## config.mk

```make
export PLATFORM = sky130hd
export DESIGN_NAME = awpr_rate
export DESIGN_NICKNAME = d
export VERILOG_FILES = /design/src/design/awpr_pkg.sv /design/src/design/awpr_rate.sv
export SDC_FILE = /design/constraint.sdc
export NUM_CORES = 2
export LEC_CHECK = 0
export BUFFER_PORTS_ARGS = -buffer_cell sky130_fd_sc_hd__buf_2
export CORE_UTILIZATION = 60
export DETAILED_ROUTE_END_ITERATION = 8
export PLACE_DENSITY_LB_ADDON = 0.15
export SYNTH_ARGS = -nofsm -noshare
export SYNTH_HDL_FRONTEND = slang
export SYNTH_SLANG_ARGS = --single-unit
```

## constraint.sdc

```tcl
create_clock -name clk -period 5.85 [get_ports clk]
set_clock_uncertainty 0.05 [all_clocks]
set_input_delay 1.17 -clock clk [delete_from_list [all_inputs] [get_ports clk]]
set_output_delay 1.17 -clock clk [all_outputs]
set_load 0.005 [all_outputs]
```

## src/design/awpr_pkg.sv

```systemverilog
// Package for the Ackermann wheel pulse rate block.
// Holds register indexes, fixed widths and constants shared by all files.
// No dependencies.
`timescale 1ns / 1ps

package awpr_pkg;

    localparam int DUTY_W     = 10;
    localparam int SPEED_W    = 16;
    localparam int LEN_W      = 16;
    localparam int ANGLE_W    = 14;
    localparam int GAIN_W     = 24;
    localparam int FREQ_W     = 20;
    localparam int CFG_IDX_W  = 8;
    localparam int CFG_DATA_W = 32;

    // Register indexes of the configuration port.
    localparam logic [CFG_IDX_W-1:0] CFG_WHEELBASE = 8'd0;
    localparam logic [CFG_IDX_W-1:0] CFG_TRACK     = 8'd1;
    localparam logic [CFG_IDX_W-1:0] CFG_MAX_ANGLE = 8'd2;
    localparam logic [CFG_IDX_W-1:0] CFG_GAIN      = 8'd3;

    localparam logic [LEN_W-1:0]   WHEELBASE_RESET = 16'd2500;
    localparam logic [LEN_W-1:0]   TRACK_RESET     = 16'd1500;
    localparam logic [ANGLE_W-1:0] MAX_ANGLE_RESET = 14'd2910;
    localparam logic [GAIN_W-1:0]  GAIN_RESET      = 24'd65536;

    // Wheel numerator slots, inner/outer side.
    localparam int WHEEL_IN_REAR   = 0;
    localparam int WHEEL_IN_FRONT  = 1;
    localparam int WHEEL_OUT_REAR  = 2;
    localparam int WHEEL_OUT_FRONT = 3;
    localparam int NUM_WHEELS      = 4;

    localparam logic [63:0] PI_Q30 = 64'd3373259426;
    localparam logic [DUTY_W-1:0] DUTY_CENTER = 10'd500;
    localparam logic [ANGLE_W-1:0] RIGHT_ANGLE = 14'd9000;

    // Quotient bits kept by the divider; anything at or above 2^40 saturates.
    localparam int QUOT_W  = 40;
    localparam int DIV_LAT = QUOT_W + 1;

    localparam logic [FREQ_W-1:0] FREQ_MAX = 20'hFFFFF;

    typedef struct packed {
        logic              ovf;
        logic [QUOT_W-1:0] quot;
    } awpr_quot_t;

    typedef struct packed {
        logic [FREQ_W-1:0] left_front;
        logic [FREQ_W-1:0] left_rear;
        logic [FREQ_W-1:0] right_front;
        logic [FREQ_W-1:0] right_rear;
        logic              sat;
    } awpr_result_t;

endpackage

```

## src/design/awpr_rate.sv

```systemverilog
// Gain stage: wheel speed times pulse gain, rounded and saturated to a
// 20 bit pulse rate. Uses awpr_pkg.
`timescale 1ns / 1ps

module awpr_rate
    import awpr_pkg::*;
(
    input  logic              clk,
    input  logic              rst_n,
    input  logic              en,
    input  logic              in_valid,
    input  awpr_quot_t        speed,
    input  logic [GAIN_W-1:0] gain,
    output logic              out_valid,
    output logic [FREQ_W-1:0] freq,
    output logic              sat
);

    localparam int HALF_W = QUOT_W / 2;
    localparam int PROD_W = HALF_W + GAIN_W;

    logic              valid_reg;
    logic [PROD_W-1:0] ph_reg;
    logic [PROD_W-1:0] pl_reg;
    logic              ovf_reg;
    logic [PROD_W:0]   f_full;
    logic              gain_zero;

    always_ff @(posedge clk or negedge rst_n)
    begin
        if (!rst_n)
        begin
            valid_reg <= 1'b0;
        end
        else if (en)
        begin
            valid_reg <= in_valid;
        end
    end

    // The wheel speed is split in two halves so each product stays narrow.
    always_ff @(posedge clk)
    begin
        if (en)
        begin
            ph_reg  <= PROD_W'(speed.quot[QUOT_W-1:HALF_W]) * PROD_W'(gain);
            pl_reg  <= PROD_W'(speed.quot[HALF_W-1:0]) * PROD_W'(gain);
            ovf_reg <= speed.ovf;
        end
    end

    always_comb
    begin
        gain_zero = (gain == '0);
        f_full = (PROD_W+1)'(ph_reg) +
                 (PROD_W+1)'((pl_reg + (PROD_W'(1) << (HALF_W - 1))) >> HALF_W);
        sat = !gain_zero && (ovf_reg || (f_full > (PROD_W+1)'(FREQ_MAX)));
        if (gain_zero)
            freq = '0;
        else if (sat)
            freq = FREQ_MAX;
        else
            freq = f_full[FREQ_W-1:0];
    end

    assign out_valid = valid_reg;

endmodule

```

After elaboration in Yosys (flattened, before gate mapping):

Cells that the tools add are included.

* flip-flop bits (word level): 90
* bits of input ports: 69
* output and inout bits: 22
* word-level logic and storage cells: 15

* add/subtract/negate cells: 2
* multiply operators: 2
* $lt $le $gt $ge: 1
* mux-type cells: 2
* reduce and logical (&&, ||, !) cells: 4

Operators by type and width (number)
* $mul 20x24->44: 2
* $add 44x20->45 const B: 1
* $add 44x25->45: 1
* $gt 45x20->1 const B: 1
* $mux 20: 2
* $logic_not 24->1: 1
* $logic_and 1x1->1: 1
* $logic_not 1->1: 1
* $logic_or 1x1->1: 1

Longest topological paths before layout:

* word-level depth: 7
* depth in mapped cells: 27
* gate-level depth less buffers: 26

Least setup slack after synthesis:

Ideal clock, no wire load.

* path type: input -> register
* from: input speed[25] (netlist name)
* to: register ph_reg[28] (data pin)
* library setup time: 260 ps
* arrival time: 7409 ps
* required time: 5540 ps
* setup slack: -1869 ps
* stages: 25
* buffers on the path: 1
* cells stage by stage: clkbuf_1 -> nand2_1 -> fa_1 -> fa_1 -> inv_1 -> fa_1 -> inv_1 -> fa_1 -> inv_1 -> fa_1 -> fa_1 -> inv_1 -> fa_1 -> inv_1 -> ha_1 -> a21o_1 -> a31o_1 -> a221o_1 -> or2_1 -> a31o_1 -> a31oi_1 -> o21bai_1 -> a221o_1 -> a21oi_1 -> xnor2_1

* longest elaborated chain between the ends: 1

Ends and longest elaborated chain
* start, declared: line awpr_rate.sv:12 `input awpr_quot_t speed,`
* $mul 20x24->44: line awpr_rate.sv:46 `ph_reg <= PROD_W'(speed.quot[QUOT_W-1:HALF_W]) * PROD_W'(gain);`
* end signal, assigned: line awpr_rate.sv:46
* end, declared: line awpr_rate.sv:23 `logic [PROD_W-1:0] ph_reg;`

No other way between the ends.
A chain may end at the register's enable or synchronous reset.

Final worst setup path:

* from: input gain[9]
* to: register ph_reg[28] (data pin)

* longest elaborated chain between the ends: 1

Ends and longest elaborated chain
* start, declared: line awpr_rate.sv:13 `input logic [GAIN_W-1:0] gain,`
* $mul 20x24->44: line awpr_rate.sv:46

No other way between the ends.

==> metrics.yaml <==
status: "finished with violations"
violations: "setup timing"
grt.busiest_layer: "met2"
synth_top_area_share_pct: 44.0
synth_edf_count: 70
synthCells: 3958
clock-sinks: 71
portBuffers: 90
ant_nets: 0
slew-limit-headroom_pct: 36.7
fin_crit_sh_pct: 128
synth_area_per_cell_um2: 9.00
hold_end: "out_valid"
overflow: 0
vias_per_cell: 5.52
min_from: "out_valid"
async_flop_share_pct: 1.41
synth.area.top_cells: "fa_1 44%, ha_1 12%, inv_1 9.3%, and2_1 8.8%, edfxtp_1 5.9%"
dp_hpwl_um: 78500
final_nets: 5576
crit_fanout: 9
grt_first_pass_wirelength_um: 155000
period_needed_ns: 7.51
coreArea_um2: 58100
r2r_start: "out_valid"
track_usage_pct: 32.7
hold_viol_final: 0
grt_pass1_vias: 30413
worstPathArrival_ns: 7.55
multi_input_area_um2: 31200
rsz0062_at_grt: "true"
die_y_um: 246
ctsRootBufferMaster: "clkbuf_16"
worstRegToRegCells: 1
initial_core_util_pct: 61.3
ys_ff_latch: 71
clockBufferDepth: 2
clkLatencyLatePin_ns: 0.34
timing.rr.end: "out_valid"
htreeDepth: 3
netlist_area_um2: 35600
ys_seq_area_share_pct: 5.97
cts_buffers: 9
rows: 88
maxCapViolCount: 0
dieArea_um2: 60400
crit_path_end_kind: "flip-flop"
min_path_type: "flip-flop to flip-flop"
antenna_found_initial: 6
finalSetupViolCount: 79
use_met1_pct: 42.0
drt_pass1_iterations: 5
fillers: 4168
clk_pin_slew_ns: 0.06
holdWs_ns: 0.456
whs_path_depth: 1
ys.flop_type: "edfxtp_1"
critPathKind: "input pin to flip-flop"
area_delta_synth_final_pct: 21.5
setup_ws_ns: -1.66
place.gp.congestion: 0.951
routed_wl_um: 95700
drtIter0Drc: 1549
io_pins: 91
synth_nets: 5143
seqCellArea_um2: 2130
drive_above_1_share_pct: 22.8
routedWlPerCell_um: 18.5
cts_tree: "built"
largest_reg_flops: 44
grtUsageMet3_pct: 3.69
yosys.area.top_type: "fa_1"
via_count: 28504
synth_cell_type_count: 77
die_w_um: 246
yosysWarnings: 0
max_freq_mhz: 133
rrSetupSlack_ns: 5.06
cp_data_required_time_ns: 5.88
drc: 0
grt_max_degree: 72
start_kind: "input pin"
worstMarginPinSlew_ns: 0.949
met2_usage_pct: 57.7
finalMaxSlewViolations: 0
cell families (layout without fill, tap and decap cells):
kind of cell             Yosys count  in the layout  share of synthesized area, %
multiplexers                       7              7                         0.204
adder cells (fa/ha/maj)         1116           1116                          55.7
AO/OA/AOI/OAI                    322            322                          6.14
XOR/XNOR                         103            103                          2.53
flip-flops                        71             71                          5.97
other                              0              5                             0
AND/OR/NAND/NOR                 1267           1267                          18.1
buffers and inverters           1072           1510                          11.4
timing repair:
item,4_1_cts,5_1_grt
cloned,5,3
resized for setup,352,134
buffers inserted,54,19
endpoints found under the setup margin,82,82
hold buffers,0,0
pin swaps,205,105
how the worst max path moves through the flow:
stage	end	slack, ns	startpoint
floorplan	ph_reg[28]	-1.57	speed[28]
global placement	pl_reg[39]	-2.09	gain[10]
detailed placement	ph_reg[42]	-2.19	gain[10]
CTS	ph_reg[42]	-1.48	gain[9]
global route	ph_reg[28]	-1.84	gain[9]
finish	ph_reg[28]	-1.66	gain[9]
metrics by stage:
stage	worst slack [ns]	setup TNS (ns)	std cells	util, %	area, µm²
2_1_floorplan	-1.57	-58.05	3958	-	36500
6_report	-1.66	-74.71	5166	74.5	43300
3_5_place_dp	-2.19	-108.66	5075	69.5	40400
4_1_cts	-1.48	-70.21	5145	73.2	42600
5_1_grt	-1.84	-90.30	5164	74.5	43300
3_3_place_gp	-2.09	-103.94	5075	69.5	40400
worst max-delay path: stages:
cell      delay, ns
buf_12         0.12
and2_4         0.16
fa_1           0.54
inv_2          0.04
fa_1           0.55
inv_1          0.05
fa_1           0.45
fa_1           0.53
fa_1           0.44
fa_1           0.53
inv_2          0.04
fa_1           0.51
inv_2          0.06
ha_4           0.23
a21o_1         0.21
a31o_1         0.18
a221o_1        0.33
or2_4          0.25
a31o_1         0.25
a31oi_1        0.18
o21bai_1       0.11
a221o_1        0.37
a21oi_2        0.15
xnor2_1        0.09
cells in the mapped netlist (all sizes together), types with 4 or more instances:
| master | count |
|---|---|
| or4 | 4 |
| ha | 332 |
| a22oi | 4 |
| fa | 784 |
| nand3 | 46 |
| xnor2 | 67 |
| o21ai | 45 |
| and3 | 16 |
| xor2 | 36 |
| and4 | 8 |
| inv | 880 |
| a21boi | 4 |
| a21oi | 109 |
| nand2 | 532 |
| a211oi | 17 |
| o21bai | 10 |
| a21o | 52 |
| or2 | 7 |
| o2111ai | 10 |
| and2 | 504 |
| nand4 | 26 |
| mux2i | 5 |
| a211o | 4 |
| nor4b | 5 |
| o31ai | 7 |
| buf | 5 |
| o211ai | 9 |
| or3 | 9 |
| nand2b | 5 |
| nor2b | 7 |
| o21a | 15 |
| nor4 | 12 |
| nor2 | 56 |
| clkbuf | 186 |
| edfxtp | 70 |
| a31o | 4 |
| nor3 | 26 |
layout make-up:
type,instances,area share [%]
antenna,5,0.0289
clock buffer,9,0.520
clock inverter,7,0.116
inverter,880,7.63
multi-input combinational,2815,72.1
sequential,71,4.91
tap,765,2.21
timing repair buffer,614,12.5
routing by layer:
layer  part of all wire [%]  vias up
li1                       -    12784
met3                    5.5      229
met5                  0.014        -
met2                     51      927
met1                     40    14562
met4                    3.7        2
cell usage in the layout, fill, tap and decap left out, types with 50 or more instances in the layout:
master    netlist  routed
and2_1        504     454
buf_4           0     420
edfxtp_1       70      70
a21o_1         52      51
buf_6           4      94
buf_2           1      53
fa_1          784     751
xnor2_1        67      56
nand2_1       532     514
inv_1         880     845
and2_4          0      50
ha_1          332     295
a21oi_1        90      50
Power is left out: the tool's default activity adds up to more than one toggle a clock period on the data nets, which glitch-free logic cannot reach.
